===== config.mk =====
export PLATFORM = sky130hd
export DESIGN_NAME = cascadable_prescaled_timer_bank
export DESIGN_NICKNAME = d
export VERILOG_FILES = /design/src/cptb_pkg.sv /design/src/cptb_cfg_regs.sv /design/src/cptb_timer.sv /design/src/cascadable_prescaled_timer_bank.sv
export SDC_FILE = /design/constraint.sdc
export NUM_CORES = 1
export LEC_CHECK = 0
export BUFFER_PORTS_ARGS = -buffer_cell sky130_fd_sc_hd__buf_4
export CAP_MARGIN = 20
export CORE_UTILIZATION = 59
export DETAILED_ROUTE_END_ITERATION = 12
export GPL_TIMING_DRIVEN = 0
export HOLD_SLACK_MARGIN = 0.12
export PLACE_DENSITY = 0.84
export SETUP_SLACK_MARGIN = 0.4
export SLEW_MARGIN = 20
export SYNTH_ARGS = -nofsm -noshare
export SYNTH_HDL_FRONTEND = slang
export SYNTH_HIERARCHICAL = 1
export SYNTH_SLANG_ARGS = --single-unit

===== constraint.sdc =====
create_clock -name i_clk -period 9.5 [get_ports i_clk]
set_input_delay 1.425 -clock i_clk [delete_from_list [all_inputs] [get_ports i_clk]]
set_output_delay 1.425 -clock i_clk [all_outputs]
set_load 0.03 [all_outputs]

===== src/cptb_pkg.sv =====
// shared types and constants of the cascadable prescaled timer bank
package cptb_pkg;

    localparam int NUM_CFG_TIMERS = 4;
    localparam int CNT_W          = 16;
    localparam int PSC_W          = 10;
    localparam int DLY_W          = 2;
    localparam int CFG_IDX_W      = 3;

    // register indexes of the configuration port
    localparam logic [CFG_IDX_W-1:0] REG_RELOAD_ZERO  = 3'd0;
    localparam logic [CFG_IDX_W-1:0] REG_RELOAD_ONE   = 3'd1;
    localparam logic [CFG_IDX_W-1:0] REG_RELOAD_TWO   = 3'd2;
    localparam logic [CFG_IDX_W-1:0] REG_RELOAD_THREE = 3'd3;
    localparam logic [CFG_IDX_W-1:0] REG_MODE_ZERO    = 3'd4;
    localparam logic [CFG_IDX_W-1:0] REG_MODE_ONE     = 3'd5;
    localparam logic [CFG_IDX_W-1:0] REG_MODE_TWO     = 3'd6;
    localparam logic [CFG_IDX_W-1:0] REG_MODE_THREE   = 3'd7;

    localparam logic [CNT_W-1:0] CNT_MAX = 16'hFFFF;

    // prescale divide ratios as shift amounts: 1, 64, 256, 1024
    localparam logic [3:0] PRESC_SHIFT [4] = '{4'd0, 4'd6, 4'd8, 4'd10};

    typedef struct packed {
        logic       irq_en;
        logic       cascade;
        logic [1:0] presc_sel;
    } t_mode;

    typedef struct packed {
        logic [CNT_W-1:0] reload;
        t_mode            mode;
    } t_tmr_cfg;

    typedef struct packed {
        logic start;
        logic stop;
        logic carry;
    } t_tmr_ctl;

endpackage


===== src/cptb_cfg_regs.sv =====
// reload and mode registers behind the configuration write port
module cptb_cfg_regs
    import cptb_pkg::*;
(
    input  logic                 i_clk,
    input  logic                 i_rst_n,
    input  logic                 i_cfg_we,
    input  logic [CFG_IDX_W-1:0] i_cfg_index,
    input  logic [CNT_W-1:0]     i_cfg_data,
    output t_tmr_cfg             o_cfg [NUM_CFG_TIMERS]
);

    logic [CNT_W-1:0] r_reload [NUM_CFG_TIMERS];
    t_mode            r_mode   [NUM_CFG_TIMERS];

    always_ff @(posedge i_clk) begin
        if (!i_rst_n) begin
            for (int k = 0; k < NUM_CFG_TIMERS; k++) begin
                r_reload[k] <= '0;
                r_mode[k]   <= '0;
            end
        end else if (i_cfg_we) begin
            unique case (i_cfg_index)
                REG_RELOAD_ZERO:  r_reload[0] <= i_cfg_data;
                REG_RELOAD_ONE:   r_reload[1] <= i_cfg_data;
                REG_RELOAD_TWO:   r_reload[2] <= i_cfg_data;
                REG_RELOAD_THREE: r_reload[3] <= i_cfg_data;
                REG_MODE_ZERO:    r_mode[0]   <= t_mode'(i_cfg_data[3:0]);
                REG_MODE_ONE:     r_mode[1]   <= t_mode'(i_cfg_data[3:0]);
                REG_MODE_TWO:     r_mode[2]   <= t_mode'(i_cfg_data[3:0]);
                REG_MODE_THREE:   r_mode[3]   <= t_mode'(i_cfg_data[3:0]);
                default: ;
            endcase
        end
    end

    always_comb begin
        for (int k = 0; k < NUM_CFG_TIMERS; k++) begin
            o_cfg[k].reload = r_reload[k];
            o_cfg[k].mode   = r_mode[k];
        end
    end

endmodule


===== src/cptb_timer.sv =====
// one reload timer: start/stop, start delay, prescaler, cascade and counter
module cptb_timer
    import cptb_pkg::*;
#(
    parameter int IDX         = 0,
    parameter int START_DELAY = 2
) (
    input  logic             i_clk,
    input  logic             i_rst_n,
    input  logic             i_advance,
    input  t_tmr_ctl         i_ctl,
    input  t_tmr_cfg         i_cfg,
    output logic [CNT_W-1:0] o_count,
    output logic             o_over
);

    localparam logic [DLY_W-1:0] DELAY_INIT = START_DELAY[DLY_W-1:0];
    // the lowest timer has nothing below it to cascade from
    localparam logic HAS_BELOW = (IDX > 0);

    logic             r_running, n_running;
    logic [CNT_W-1:0] r_count,   n_count;
    logic [PSC_W-1:0] r_psc,     n_psc;
    logic [DLY_W-1:0] r_delay,   n_delay;
    logic             w_fresh;
    logic             w_tick;
    logic [PSC_W:0]   w_psc_inc;
    logic [PSC_W:0]   w_psc_lim;

    assign w_psc_inc = {1'b0, r_psc} + 1'b1;
    assign w_psc_lim = (PSC_W+1)'(1) << PRESC_SHIFT[i_cfg.mode.presc_sel];

    always_comb begin
        n_running = r_running;
        n_count   = r_count;
        n_psc     = r_psc;
        n_delay   = r_delay;
        w_fresh   = 1'b0;
        w_tick    = 1'b0;
        o_over    = 1'b0;

        // stop wins over start
        if (i_ctl.stop) begin
            n_running = 1'b0;
        end else if (i_ctl.start && !r_running) begin
            n_running = 1'b1;
            n_count   = i_cfg.reload;
            n_psc     = '0;
            n_delay   = i_cfg.mode.cascade ? '0 : DELAY_INIT;
            w_fresh   = 1'b1;
        end

        if (n_running && !w_fresh) begin
            if (i_cfg.mode.cascade) begin
                w_tick = HAS_BELOW && i_ctl.carry;
            end else if (r_delay != '0) begin
                n_delay = r_delay - 1'b1;
            end else if (w_psc_inc >= w_psc_lim) begin
                n_psc  = '0;
                w_tick = 1'b1;
            end else begin
                n_psc = w_psc_inc[PSC_W-1:0];
            end
        end

        if (w_tick) begin
            if (r_count == CNT_MAX) begin
                n_count = i_cfg.reload;
                o_over  = 1'b1;
            end else begin
                n_count = r_count + 1'b1;
            end
        end
    end

    assign o_count = n_count;

    always_ff @(posedge i_clk) begin
        if (!i_rst_n) begin
            r_running <= 1'b0;
            r_count   <= '0;
            r_psc     <= '0;
            r_delay   <= '0;
        end else if (i_advance) begin
            r_running <= n_running;
            r_count   <= n_count;
            r_psc     <= n_psc;
            r_delay   <= n_delay;
        end
    end

endmodule


===== src/cascadable_prescaled_timer_bank.sv =====
// Bank of cascadable prescaled 16-bit reload timers.
//
// Each word on the input channel (i_in_valid / o_in_ready) is one timer tick
// carrying a start mask and a stop mask, one bit per timer. Each accepted
// word yields exactly one result word on the output channel (o_out_valid /
// i_out_ready): the four counter values after the tick, the mask of timers
// that overflowed and reloaded, and that mask gated by the irq enables.
// Reload values and modes go in through i_cfg_we / i_cfg_index / i_cfg_data,
// register i of the list at index i; the user must write them only while no
// tick is in flight, which the block itself does not enforce.
// A word is taken into an input register, the whole tick (start/stop, start
// delay, prescaler, cascade carry rippling through all timers) is worked out
// combinationally and lands in the result register. One word is accepted
// every cycle while the receiver does not stall. If the receiver stalls,
// the result register holds, the input register takes one more word, and
// o_in_ready then drops until the result is taken.
// Reset (synchronous, active low) stops all timers, clears counters,
// prescalers, delays and the config registers, and empties both stages.
module cascadable_prescaled_timer_bank
    import cptb_pkg::*;
#(
    parameter int NUM_TIMERS  = 4,
    parameter int START_DELAY = 2
) (
    input  logic                 i_clk,
    input  logic                 i_rst_n,
    input  logic                 i_in_valid,
    output logic                 o_in_ready,
    input  logic [3:0]           i_start_mask,
    input  logic [3:0]           i_stop_mask,
    output logic                 o_out_valid,
    input  logic                 i_out_ready,
    output logic [CNT_W-1:0]     o_count_zero,
    output logic [CNT_W-1:0]     o_count_one,
    output logic [CNT_W-1:0]     o_count_two,
    output logic [CNT_W-1:0]     o_count_three,
    output logic [3:0]           o_overflow_mask,
    output logic [3:0]           o_irq_mask,
    input  logic                 i_cfg_we,
    input  logic [CFG_IDX_W-1:0] i_cfg_index,
    input  logic [CNT_W-1:0]     i_cfg_data
);

    logic       r_in_valid;
    logic [3:0] r_start;
    logic [3:0] r_stop;
    logic       w_advance;

    t_tmr_cfg   w_cfg [NUM_CFG_TIMERS];

    logic [CNT_W-1:0] w_count [NUM_TIMERS];
    logic             w_over  [NUM_TIMERS];

    logic [CNT_W-1:0] w_res_count [NUM_CFG_TIMERS];
    logic [3:0]       w_res_ovf;
    logic [3:0]       w_res_irq;

    logic             r_out_valid;
    logic [CNT_W-1:0] r_count [NUM_CFG_TIMERS];
    logic [3:0]       r_ovf;
    logic [3:0]       r_irq;

    // input stage moves on when the result register is empty or being drained
    assign w_advance  = r_in_valid && (!r_out_valid || i_out_ready);
    assign o_in_ready = !r_in_valid || w_advance;

    always_ff @(posedge i_clk) begin
        if (!i_rst_n) begin
            r_in_valid <= 1'b0;
        end else if (o_in_ready) begin
            r_in_valid <= i_in_valid;
        end
    end

    always_ff @(posedge i_clk) begin
        if (o_in_ready && i_in_valid) begin
            r_start <= i_start_mask;
            r_stop  <= i_stop_mask;
        end
    end

    cptb_cfg_regs u_cfg_regs (
        .i_clk       (i_clk),
        .i_rst_n     (i_rst_n),
        .i_cfg_we    (i_cfg_we),
        .i_cfg_index (i_cfg_index),
        .i_cfg_data  (i_cfg_data),
        .o_cfg       (w_cfg)
    );

    for (genvar g = 0; g < NUM_TIMERS; g++) begin : g_timer
        t_tmr_ctl w_ctl;
        t_tmr_cfg w_tcfg;

        // timers above the register set have no mask bits and never start
        if (g < NUM_CFG_TIMERS) begin : g_ctl
            assign w_ctl.start = r_start[g];
            assign w_ctl.stop  = r_stop[g];
            assign w_tcfg      = w_cfg[g];
        end else begin : g_ctl
            assign w_ctl.start = 1'b0;
            assign w_ctl.stop  = 1'b0;
            assign w_tcfg      = '0;
        end

        if (g == 0) begin : g_carry
            assign w_ctl.carry = 1'b0;
        end else begin : g_carry
            assign w_ctl.carry = w_over[g-1];
        end

        cptb_timer #(
            .IDX         (g),
            .START_DELAY (START_DELAY)
        ) u_timer (
            .i_clk     (i_clk),
            .i_rst_n   (i_rst_n),
            .i_advance (w_advance),
            .i_ctl     (w_ctl),
            .i_cfg     (w_tcfg),
            .o_count   (w_count[g]),
            .o_over    (w_over[g])
        );
    end

    for (genvar k = 0; k < NUM_CFG_TIMERS; k++) begin : g_res
        if (k < NUM_TIMERS) begin : g_used
            assign w_res_count[k] = w_count[k];
            assign w_res_ovf[k]   = w_over[k];
        end else begin : g_used
            assign w_res_count[k] = '0;
            assign w_res_ovf[k]   = 1'b0;
        end
        assign w_res_irq[k] = w_res_ovf[k] && w_cfg[k].mode.irq_en;
    end

    always_ff @(posedge i_clk) begin
        if (!i_rst_n) begin
            r_out_valid <= 1'b0;
        end else if (w_advance) begin
            r_out_valid <= 1'b1;
        end else if (i_out_ready) begin
            r_out_valid <= 1'b0;
        end
    end

    always_ff @(posedge i_clk) begin
        if (w_advance) begin
            for (int k = 0; k < NUM_CFG_TIMERS; k++) begin
                r_count[k] <= w_res_count[k];
            end
            r_ovf <= w_res_ovf;
            r_irq <= w_res_irq;
        end
    end

    assign o_out_valid     = r_out_valid;
    assign o_count_zero    = r_count[0];
    assign o_count_one     = r_count[1];
    assign o_count_two     = r_count[2];
    assign o_count_three   = r_count[3];
    assign o_overflow_mask = r_ovf;
    assign o_irq_mask      = r_irq;

endmodule


==> reports/metrics.yaml, run 1 <==
synthesis:
  ys_warn_count: 6
  synthCells: 1590
  synth_area_sq_um: 15090
  avgSynthCellArea_sq_um: 9.489
timing:
  skew_ns: 0.01885
  tns_ns: 0
  period_needed_ns: 7.972
  period_share_pct: 83.92
  rsz0062_at_grt: "no"
  fmax_mhz: 125.4
  worst_pin_slew_ns: 1.030
  max-slew-margin-rel_pct: 30.83
  final-hold-violation-count: 0
  drv_slew: 0
  setup-violations-final: 0
worst_setup_path:
  cpMaxStageDelayCell: "nor3_2"
  cpLargestDelayFamily: "simple AND/OR/NAND/NOR gates"
  timing.critical_path.from_type: "flop"
  max_stage_delay_ns: 0.67
  cp.arrival_ns: 8.27
  cp-end-kind: "flop"
  cp_max_fo: 10
  critPathKind: "flop to flop"
  required_ns: 9.80
  path_buf_inv: 3
placement:
  dp_hpwl_um: 29920
  placed_cell_area_sq_um: 16420
  port_buffers: 104
  gp_congestion: 0.9609
pwr:
  p_sw_uw: 707.5
  p_comb_share_pct: 10.1
  peakVddDrop_uv: 112.3
  p_leak_uw: 0.006373
  p_sw_share_pct: 25.17
  p_clk_share_pct: 41.1
  intPower_uw: 2103
  cellPowerDensity_nw_per_um2: 161.4
  seqPwrFrac_pct: 48.7
clock_tree:
  postCtsSetupBuffers: 0
  clockRootBuffer: "clkbuf_16"
  max-clock-path-buffers: 3
  cts-hold-fix-buffers: 0
  clkTransAtPathRegs_ns: 0.06
  cts_max_level: 1
  cts_buffers: 30
  worst_skew_pair.late_latency_ns: 0.57
  cts_tree: "yes"
  cts_resized: 0
  clock-sinks: 278
die:
  io_pins: 106
  die_h_um: 161.9
  core_area_sq_um: 25110
  dieArea_sq_um: 26220
  die_x_um: 161.9
  fp-row-count: 58
  start_util_pct: 60.09
drt:
  wl_per_cell_um: 19.93
  detail-route-antenna-nets: 0
  vias: 13499
  firstDrtPassIters: 6
  routed_wl_um: 41630
  drc: 0
  drt_iter0_markers: 1474
  routed_via_density: 6.462
global_routing:
  grt_pass1_vias: 12544
  gr-total-overflow: 0
  grt_pass1_wl_um: 65980
  grt_usage_pct: 31.73
  grt_max_degree: 32
  antenna_found_initial: 2
final_layout:
  final_cell_area_sq_um: 17410
  finish.utilization_pct: 69.35
  drive_gt1_share_pct: 15.47
  areaGrowthSynthToFinish_pct: 15.41
  nNetsFinal: 1798
flow_run:
  max_cap_violations: 0
worst_hold_path:
  hold_class: "flop to flop"
outcome:
  status: "finished clean"
-- layout make-up --
type	count	area, sq um
well taps	330	412.9
plain buffers	72	392.9
flip-flops and latches	278	7167
clock inverters	20	180.2
fillers	1981	7696
clock buffers	36	794.5
diodes	1	2.502
multi-input cells	1207	7465
inverters	37	138.9
repair buffers	108	859.6
-- worst paths after layout --
kind | startpoint | endpoint | slack [ns] | cells past startpoint
setup / recovery | g_timer[0].u_timer/r_psc[1] | r_count[3][2] | 1.53 | 25
hold / removal | g_timer[1].u_timer/r_count[8] | g_timer[1].u_timer/r_count[8] | 0.53 | 2
setup reg to reg | g_timer[0].u_timer/r_psc[1] | r_count[3][2] | 1.53 | 25
hold reg to reg | g_timer[1].u_timer/r_count[8] | g_timer[1].u_timer/r_count[8] | 0.53 | 2
-- cell usage in the layout, fill, tap and decap left out, types with 12 or more instances in the layout --
cell / n
a211oi_1: 21
a21o_1: 13
a21oi_1: 76
a22o_1: 13
a311oi_1: 22
a31oi_1: 28
a32oi_1: 13
and2_1: 21
and3_1: 33
buf_2: 25
buf_4: 113
clkbuf_1: 32
clkbuf_16: 31
clkinv_1: 12
dfxtp_1: 118
edfxtp_1: 160
ha_1: 32
inv_1: 32
nand2_1: 120
nand2b_1: 45
nand3_1: 74
nand4_1: 15
nor2_1: 222
nor2b_1: 14
nor3_1: 47
nor4_1: 15
o21a_1: 17
o21ai_0: 80
o22ai_1: 28
xnor2_1: 18
xor2_1: 13
-- sequential cells by signal (all words and copies together), names as in the netlist --
register / count
g_timer.u_timer/r_psc: 40
u_cfg_regs/r_reload: 64
r_start: 4
o_irq_mask: 4
o_out_valid: 1
r_stop: 4
r_in_valid: 1
g_timer.u_timer/r_count: 64
g_timer.u_timer/r_delay: 8
g_timer.u_timer/r_running: 4
r_count: 64
o_overflow_mask: 4
u_cfg_regs/r_mode: 16
-- per-layer routing --
layer	GRT usage, %	part of all wire (%)
met1	44.28	41
met2	49.86	45
met3	5.056	11
met4	11.75	3.2
met5	0	0.031
-- power groups by stage --
| stage | Sequential, uW | Combinational, uW | Clock (uW) |
|---|---|---|---|
| after CTS | 1370 | 280 | 1170 |
| final | 1370 | 285 | 1160 |
| after floorplan | 1410 | 145 | 0 |
| after global routing | 1370 | 305 | 1220 |
| after global placement | 1390 | 267 | 0 |
| after detailed placement | 1390 | 279 | 0 |
-- stage by stage --
stage          hold slack, ns  power [uW]  cells  worst slack [ns]
2_1_floorplan          0.4735        1558   1594             3.785
3_3_place_gp           0.4900        1661   2028            0.9578
3_5_place_dp           0.5131        1671   2032            0.7895
4_1_cts                0.5217        2817   2088            0.7665
5_1_grt                0.5590        2897   2088            0.9579
6_report               0.5289        2810   2089             1.528
-- worst register-to-register path, cell delays in order, from the launching register on --
cell and delay [ns]:
dfxtp_1 0.47, ha_1 0.30, nand3_1 0.19, nor2_1 0.23
and3_1 0.28, xor2_1 0.10, ha_1 0.31, nand2_1 0.09
a2111oi_2 0.36, o22ai_1 0.19, o211a_1 0.35, nor3_2 0.67
nand4b_1 0.39, nand3_4 0.24, buf_2 0.25, nor3b_1 0.58
nand4b_1 0.40, nand3_4 0.24, buf_4 0.21, nor3b_2 0.55
nand2_1 0.25, a31oi_1 0.27, buf_4 0.23, nand2_2 0.12
o21a_1 0.19, o221a_1 0.26
No activity file was read; power rests on OpenSTA's default activity.
==> run 2, diff against run 1 <==
==> constraint.sdc (replaced) <==
create_clock -name i_clk -period 7.8 [get_ports i_clk]
set_input_delay 1.17 -clock i_clk [delete_from_list [all_inputs] [get_ports i_clk]]
set_output_delay 1.17 -clock i_clk [all_outputs]
set_load 0.03 [all_outputs]
==> run 2 against run 1 <==
  * Worst setup slack worse by 0.64 ns
  * Largest power group unchanged
  * Clock power up 22%
  * Non-clock buffer count is 6 higher
  * Global-route usage barely moved
  * Critical path depth rose by 1
  * Sequential cell count stayed put
  * Power is 22% higher
  * Maximum frequency increased by 15%
  * Largest cell class unchanged
  * Cell area increased by 0.36%
  * Critical endpoint is now r_count[3][3]
  * Worst hold slack improved by 0.0067 ns
  * Wire length increased by 0.17%
==> reports/metrics.yaml, run 2 (same netlist as run 1, synthesis figures left out) <==
timing:
  setup_slack_ns: 0.8926
  drv_slew: 0
  final-hold-violation-count: 0
  fmax_mhz: 144.8
  skew_ns: 0.01805
  setup-violations-final: 0
  tns_ns: 0
  rsz0062_at_grt: "no"
  period_share_pct: 88.56
  worst_pin_slew_ns: 1.043
  whs_ns: 0.5357
  period_needed_ns: 6.907
  max-slew-margin-rel_pct: 29.95
final_layout:
  areaGrowthSynthToFinish_pct: 15.82
  mostFrequentLayoutCells: "222 x nor2_1, 160 x edfxtp_1, 120 x nand2_1"
  layout_commonest_cell: "nor2_1"
  top_regs: "g_timer.u_timer/r_count: 64 flops, r_count: 64 flops, u_cfg_regs/r_reload: 64 flops"
  fillers: 1975
  nNetsFinal: 1804
  drive_gt1_share_pct: 15.82
global_routing:
  met3_usage_pct: 5.082
  grt_usage_pct: 31.73
  gr-total-overflow: 0
  grt_pass1_vias: 12544
  globalRoute.busiestLayer: "met2"
  met2_usage_pct: 49.88
  grt_pass1_wl_um: 65990
  grt_max_degree: 32
  antenna_found_initial: 2
  met1_usage_pct: 44.26
die:
  die_x_um: 161.9
  dieArea_sq_um: 26220
  fp-row-count: 58
  core_area_sq_um: 25110
  die_h_um: 161.9
  start_util_pct: 60.09
  io_pins: 106
pwr:
  totalPowerFinal_uw: 3421
  p_leak_uw: 0.006438
  peakVddDrop_uv: 136.7
  cellPowerDensity_nw_per_um2: 195.7
drt:
  routed_via_density: 6.457
  detail-route-antenna-nets: 0
  routed_wl_um: 41700
  drc: 0
  vias: 13528
  firstDrtPassIters: 6
  wl_per_cell_um: 19.90
  drt_iter0_markers: 1525
worst_setup_path:
  path_buf_inv: 4
  cp_max_fo: 10
  cpMaxStageDelayCell: "dfxtp_1"
  critPathKind: "flop to flop"
  path_common_cell: "nand2_1"
  required_ns: 8.09
  cp-end-kind: "flop"
  max_stage_delay_ns: 0.47
  r2r_setup_slack_ns: 0.89
  timing.critical_path.from_type: "flop"
  cp.arrival_ns: 7.20
  cpLargestDelayFamily: "simple AND/OR/NAND/NOR gates"
placement:
  pre_cts_ws_ns: -0.9105
  port_buffers: 104
  gp_congestion: 0.9609
  dp_hpwl_um: 29920
clock_tree:
  clkTransAtPathRegs_ns: 0.06
  clockRootBuffer: "clkbuf_16"
  cts-hold-fix-buffers: 0
  clock-sinks: 278
  cts_max_level: 1
  cts_buffers: 30
  worst_skew_pair.late_latency_ns: 0.56
  max-clock-path-buffers: 3
  cts_tree: "yes"
outcome:
  status: "finished clean"
flow_run:
  max_cap_violations: 0
worst_hold_path:
  hold_class: "flop to flop"
-- run 2: cell types whose count changed in the layout (fill, tap and decap cells not counted), sizes merged --
cell and change:
buf +6
-- run 2: path summary, 6_finish.rpt --
check,from,endpoint,cells after the start
worst max-delay path,g_timer[0].u_timer/r_psc[1],r_count[3][3],26
worst min-delay path,g_timer[0].u_timer/r_count[4],g_timer[0].u_timer/r_count[4],2
worst max register to register,g_timer[0].u_timer/r_psc[1],r_count[3][3],26
worst min register to register,g_timer[0].u_timer/r_count[4],g_timer[0].u_timer/r_count[4],2
-- run 2: per-stage QoR --
step           std cells  util [%]  instance area, sq um
3_3_place_gp        2028     64.90                 16300
3_5_place_dp        2032     65.39                 16420
6_report            2095     69.60                 17480
4_1_cts             2088     69.36                 17420
2_1_floorplan       1594         -                 15100
5_1_grt             2094     69.59                 17470
-- run 2: timing repair --
item | 4_1_cts | 5_1_grt
setup endpoints to repair | 36 | 33
pin swaps | 0 | 2
gates resized for setup | 4 | 1
setup buffers | 0 | 6
gates cloned | 0 | 0
-- run 2: worst register-to-register path, stage by stage, from the launching register on --
cell,delay [ns]
dfxtp_1,0.47
ha_1,0.30
nand3_1,0.19
nor2_1,0.23
and3_1,0.28
xor2_1,0.10
ha_1,0.31
nand2_1,0.09
a2111oi_2,0.36
o22ai_1,0.19
o211a_1,0.36
nor3_4,0.36
nand4b_1,0.32
nand3_4,0.22
buf_2,0.25
nor3b_2,0.37
nand4b_1,0.14
buf_4,0.18
nand3_4,0.12
buf_4,0.21
nor3b_4,0.35
nand2_1,0.20
a31oi_1,0.34
buf_2,0.32
nand2_1,0.08
a21oi_1,0.20
a211oi_1,0.10
-- run 2: cell type report --
| cell class | count | area [sq um] | area share, % |
|---|---|---|---|
| Sequential cell | 278 | 7167 | 41.01 |
| Inverter | 37 | 138.9 | 0.7947 |
| Clock buffer | 36 | 794.5 | 4.546 |
| Timing Repair Buffer | 114 | 904.6 | 5.176 |
| Clock inverter | 20 | 180.2 | 1.031 |
| Tap cell | 330 | 412.9 | 2.363 |
| Buffer | 72 | 392.9 | 2.248 |
| Antenna cell | 1 | 2.502 | 0.01432 |
| Multi-Input combinational cell | 1207 | 7482 | 42.82 |
-- run 2: power breakdown --
| part | switching (uW) | internal (uW) | total, uW |
|---|---|---|---|
| Clock | 583 | 823 | 1410 |
| Combinational | 231 | 117 | 348 |
| Sequential | 45.8 | 1620 | 1670 |
-- run 2: routing by layer --
metal  vias to the layer above  share of wire (%)
met5                         -              0.031
met4                         2                3.3
met3                        98                 10
met2                       689                 45
met1                      6424                 42
li1                       6315                  -
==> run 3, diff against run 2 <==
--- a/config.mk
+++ b/config.mk
@@ -6,12 +6,12 @@
 export NUM_CORES = 1
 export LEC_CHECK = 0
 export BUFFER_PORTS_ARGS = -buffer_cell sky130_fd_sc_hd__buf_4
-export CAP_MARGIN = 20
-export CORE_UTILIZATION = 59
+export CAP_MARGIN = 40
+export CORE_UTILIZATION = 50
 export DETAILED_ROUTE_END_ITERATION = 12
 export GPL_TIMING_DRIVEN = 0
 export HOLD_SLACK_MARGIN = 0.12
-export PLACE_DENSITY = 0.84
+export PLACE_DENSITY = 0.74
 export SETUP_SLACK_MARGIN = 0.4
 export SLEW_MARGIN = 20
 export SYNTH_ARGS = -nofsm -noshare
==> run 3 against run 2 <==
  * Via count decreased by 0.70%
  * Largest power group unchanged
  * Register-to-register slack worse by 0.12 ns
  * Worst setup slack worse by 0.12 ns
  * Clock power is 6% lower
  * Maximum frequency fell by 1.7%
  * Sequential power barely moved
  * Clock skew is 0.0090 ns lower
  * Power is 2.1% lower
  * Wire length grew 0.71%
  * Combinational power about the same
  * Cell area rose by 0.28%
==> reports/metrics.yaml, run 3 (same netlist as run 1, synthesis figures left out) <==
final_layout:
  mostFrequentLayoutCells: "221 x nor2_1, 160 x edfxtp_1, 120 x nand2_1"
  top_regs: "g_timer.u_timer/r_count: 64 flops, r_count: 64 flops, u_cfg_regs/r_reload: 64 flops"
  layout_commonest_cell: "nor2_1"
  nNetsFinal: 1805
  areaGrowthSynthToFinish_pct: 16.15
  drive_gt1_share_pct: 15.94
global_routing:
  grt_pass1_vias: 12344
  antenna_found_initial: 3
  gr-total-overflow: 0
  grt_usage_pct: 26.83
  grt_max_degree: 26
  grt_pass1_wl_um: 66180
clock_tree:
  clock-sinks: 278
  worst_skew_pair.late_latency_ns: 0.54
  cts_max_level: 1
  cts_buffers: 29
  cts_tree: "yes"
  clockRootBuffer: "clkbuf_16"
  max-clock-path-buffers: 3
  clkTransAtPathRegs_ns: 0.06
  cts-hold-fix-buffers: 0
timing:
  max-slew-margin-rel_pct: 45.40
  fmax_mhz: 142.4
  setup-violations-final: 0
  period_needed_ns: 7.023
  final-hold-violation-count: 0
  worst_pin_slew_ns: 0.8128
  whs_ns: 0.5211
  rsz0062_at_grt: "no"
  period_share_pct: 90.04
  skew_ns: 0.009030
  drv_slew: 0
pwr:
  totalPowerFinal_uw: 3350
  p_sw_share_pct: 25.15
  intPower_uw: 2508
  p_clk_share_pct: 39.8
  p_sw_uw: 842.5
  peakVddDrop_uv: 153.0
  p_comb_share_pct: 10.4
  cellPowerDensity_nw_per_um2: 191.2
  p_leak_uw: 0.006420
  seqPwrFrac_pct: 49.8
die:
  die_h_um: 175.7
  fp-row-count: 63
  dieArea_sq_um: 30880
  core_area_sq_um: 29640
  die_x_um: 175.7
  io_pins: 106
  start_util_pct: 50.91
worst_setup_path:
  cp-end-kind: "flop"
  cp_max_fo: 10
  cp.arrival_ns: 7.30
  required_ns: 8.08
  timing.critical_path.from_type: "flop"
  critPathKind: "flop to flop"
drt:
  vias: 13433
  wl_per_cell_um: 19.49
  routed_wl_um: 41990
  firstDrtPassIters: 6
  wl_met2_um: 19310
  routed_via_density: 6.233
  met3_length_um: 3372
  detail-route-antenna-nets: 0
  drc: 0
  drt_iter0_markers: 1448
  wl_met1_um: 17950
  top_layer_used: "met5"
placement:
  port_buffers: 104
  dp_hpwl_um: 30170
  gp_congestion: 0.9331
flow_run:
  max_cap_violations: 0
worst_hold_path:
  hold_class: "flop to flop"
outcome:
  status: "finished clean"
run 3: cell count changes in the layout (fill, tap and decap cells not counted), sizes merged:
cell    delta
buf        +2
diode      +1
inv        -1
clkinv     -3
clkbuf     +2
bufinv     -1
run 3: path summary, 6_finish.rpt:
kind | start | to | slack [ns] | cells past startpoint
setup / recovery | g_timer[0].u_timer/r_psc[1] | r_count[3][2] | 0.78 | 27
hold / removal | g_timer[1].u_timer/r_delay[0] | g_timer[1].u_timer/r_delay[0] | 0.52 | 2
setup reg to reg | g_timer[0].u_timer/r_psc[1] | r_count[3][2] | 0.78 | 27
hold reg to reg | g_timer[1].u_timer/r_delay[0] | g_timer[1].u_timer/r_delay[0] | 0.52 | 2
run 3: worst max-delay path: stages (launching register included):
cell and delay (ns):
dfxtp_1 0.46, ha_2 0.29, nand3_1 0.21, nor2_2 0.21, and3_1 0.26, and3_1 0.18, ha_1 0.21, nand2_1 0.10
a2111oi_2 0.33, o22ai_1 0.18, o211a_1 0.38, nor3_4 0.28, buf_2 0.24, nand4b_1 0.27, nand3_4 0.22, buf_2 0.26
nor3b_4 0.30, nand4b_1 0.26, nand3_4 0.20, buf_4 0.20, nor3b_2 0.29, buf_2 0.24, nand2_1 0.14, a31oi_1 0.24
buf_4 0.22, nand2_2 0.11, o21a_1 0.19, o221a_1 0.25
run 3: routing by layer:
layer | track usage, % | vias up
met5 | 0 | -
met4 | 9.384 | 4
met3 | 3.701 | 97
li1 | - | 6313
met1 | 37.06 | 6405
met2 | 43.07 | 614
run 3: power groups by stage:
stage / clock network, uW / logic, uW / registers (uW)
2_1_floorplan: 0 / 177 / 1720
3_5_place_dp: 0 / 342 / 1700
5_1_grt: 1410 / 375 / 1670
3_3_place_gp: 0 / 328 / 1700
6_report: 1330 / 349 / 1670
4_1_cts: 1360 / 344 / 1670
run 3: layout make-up:
cell class                 instances  area (sq um)
buffer                            72         392.9
tap                              390         488.0
timing repair buffer             116         935.9
fill                            2561         12110
multi-input combinational       1207          7487
inverter                          37         138.9
sequential                       278          7167
antenna                            2         5.005
clock buffer                      38         779.5
clock inverter                    15         130.1
run 3: stage by stage:
| stage | area (sq um) | worst slack, ns | TNS, ns | util [%] | std cells |
|---|---|---|---|---|---|
| 6_report | 17520 | 0.7767 | 0 | 59.13 | 2155 |
| 5_1_grt | 17520 | 0.4047 | 0 | 59.11 | 2153 |
| 4_1_cts | 17460 | 0.4264 | 0 | 58.92 | 2149 |
| 3_5_place_dp | 16540 | 0.1393 | 0 | 55.82 | 2096 |
| 3_3_place_gp | 16370 | -0.6517 | -14.84 | 55.24 | 2088 |
| 2_1_floorplan | 15100 | 2.129 | 0 | - | 1594 |
run 3: what timing repair did:
action	in CTS	in global routing
pin swaps	0	2
gates resized for setup	2	5
setup endpoints to repair	32	32
buffers inserted	0	3
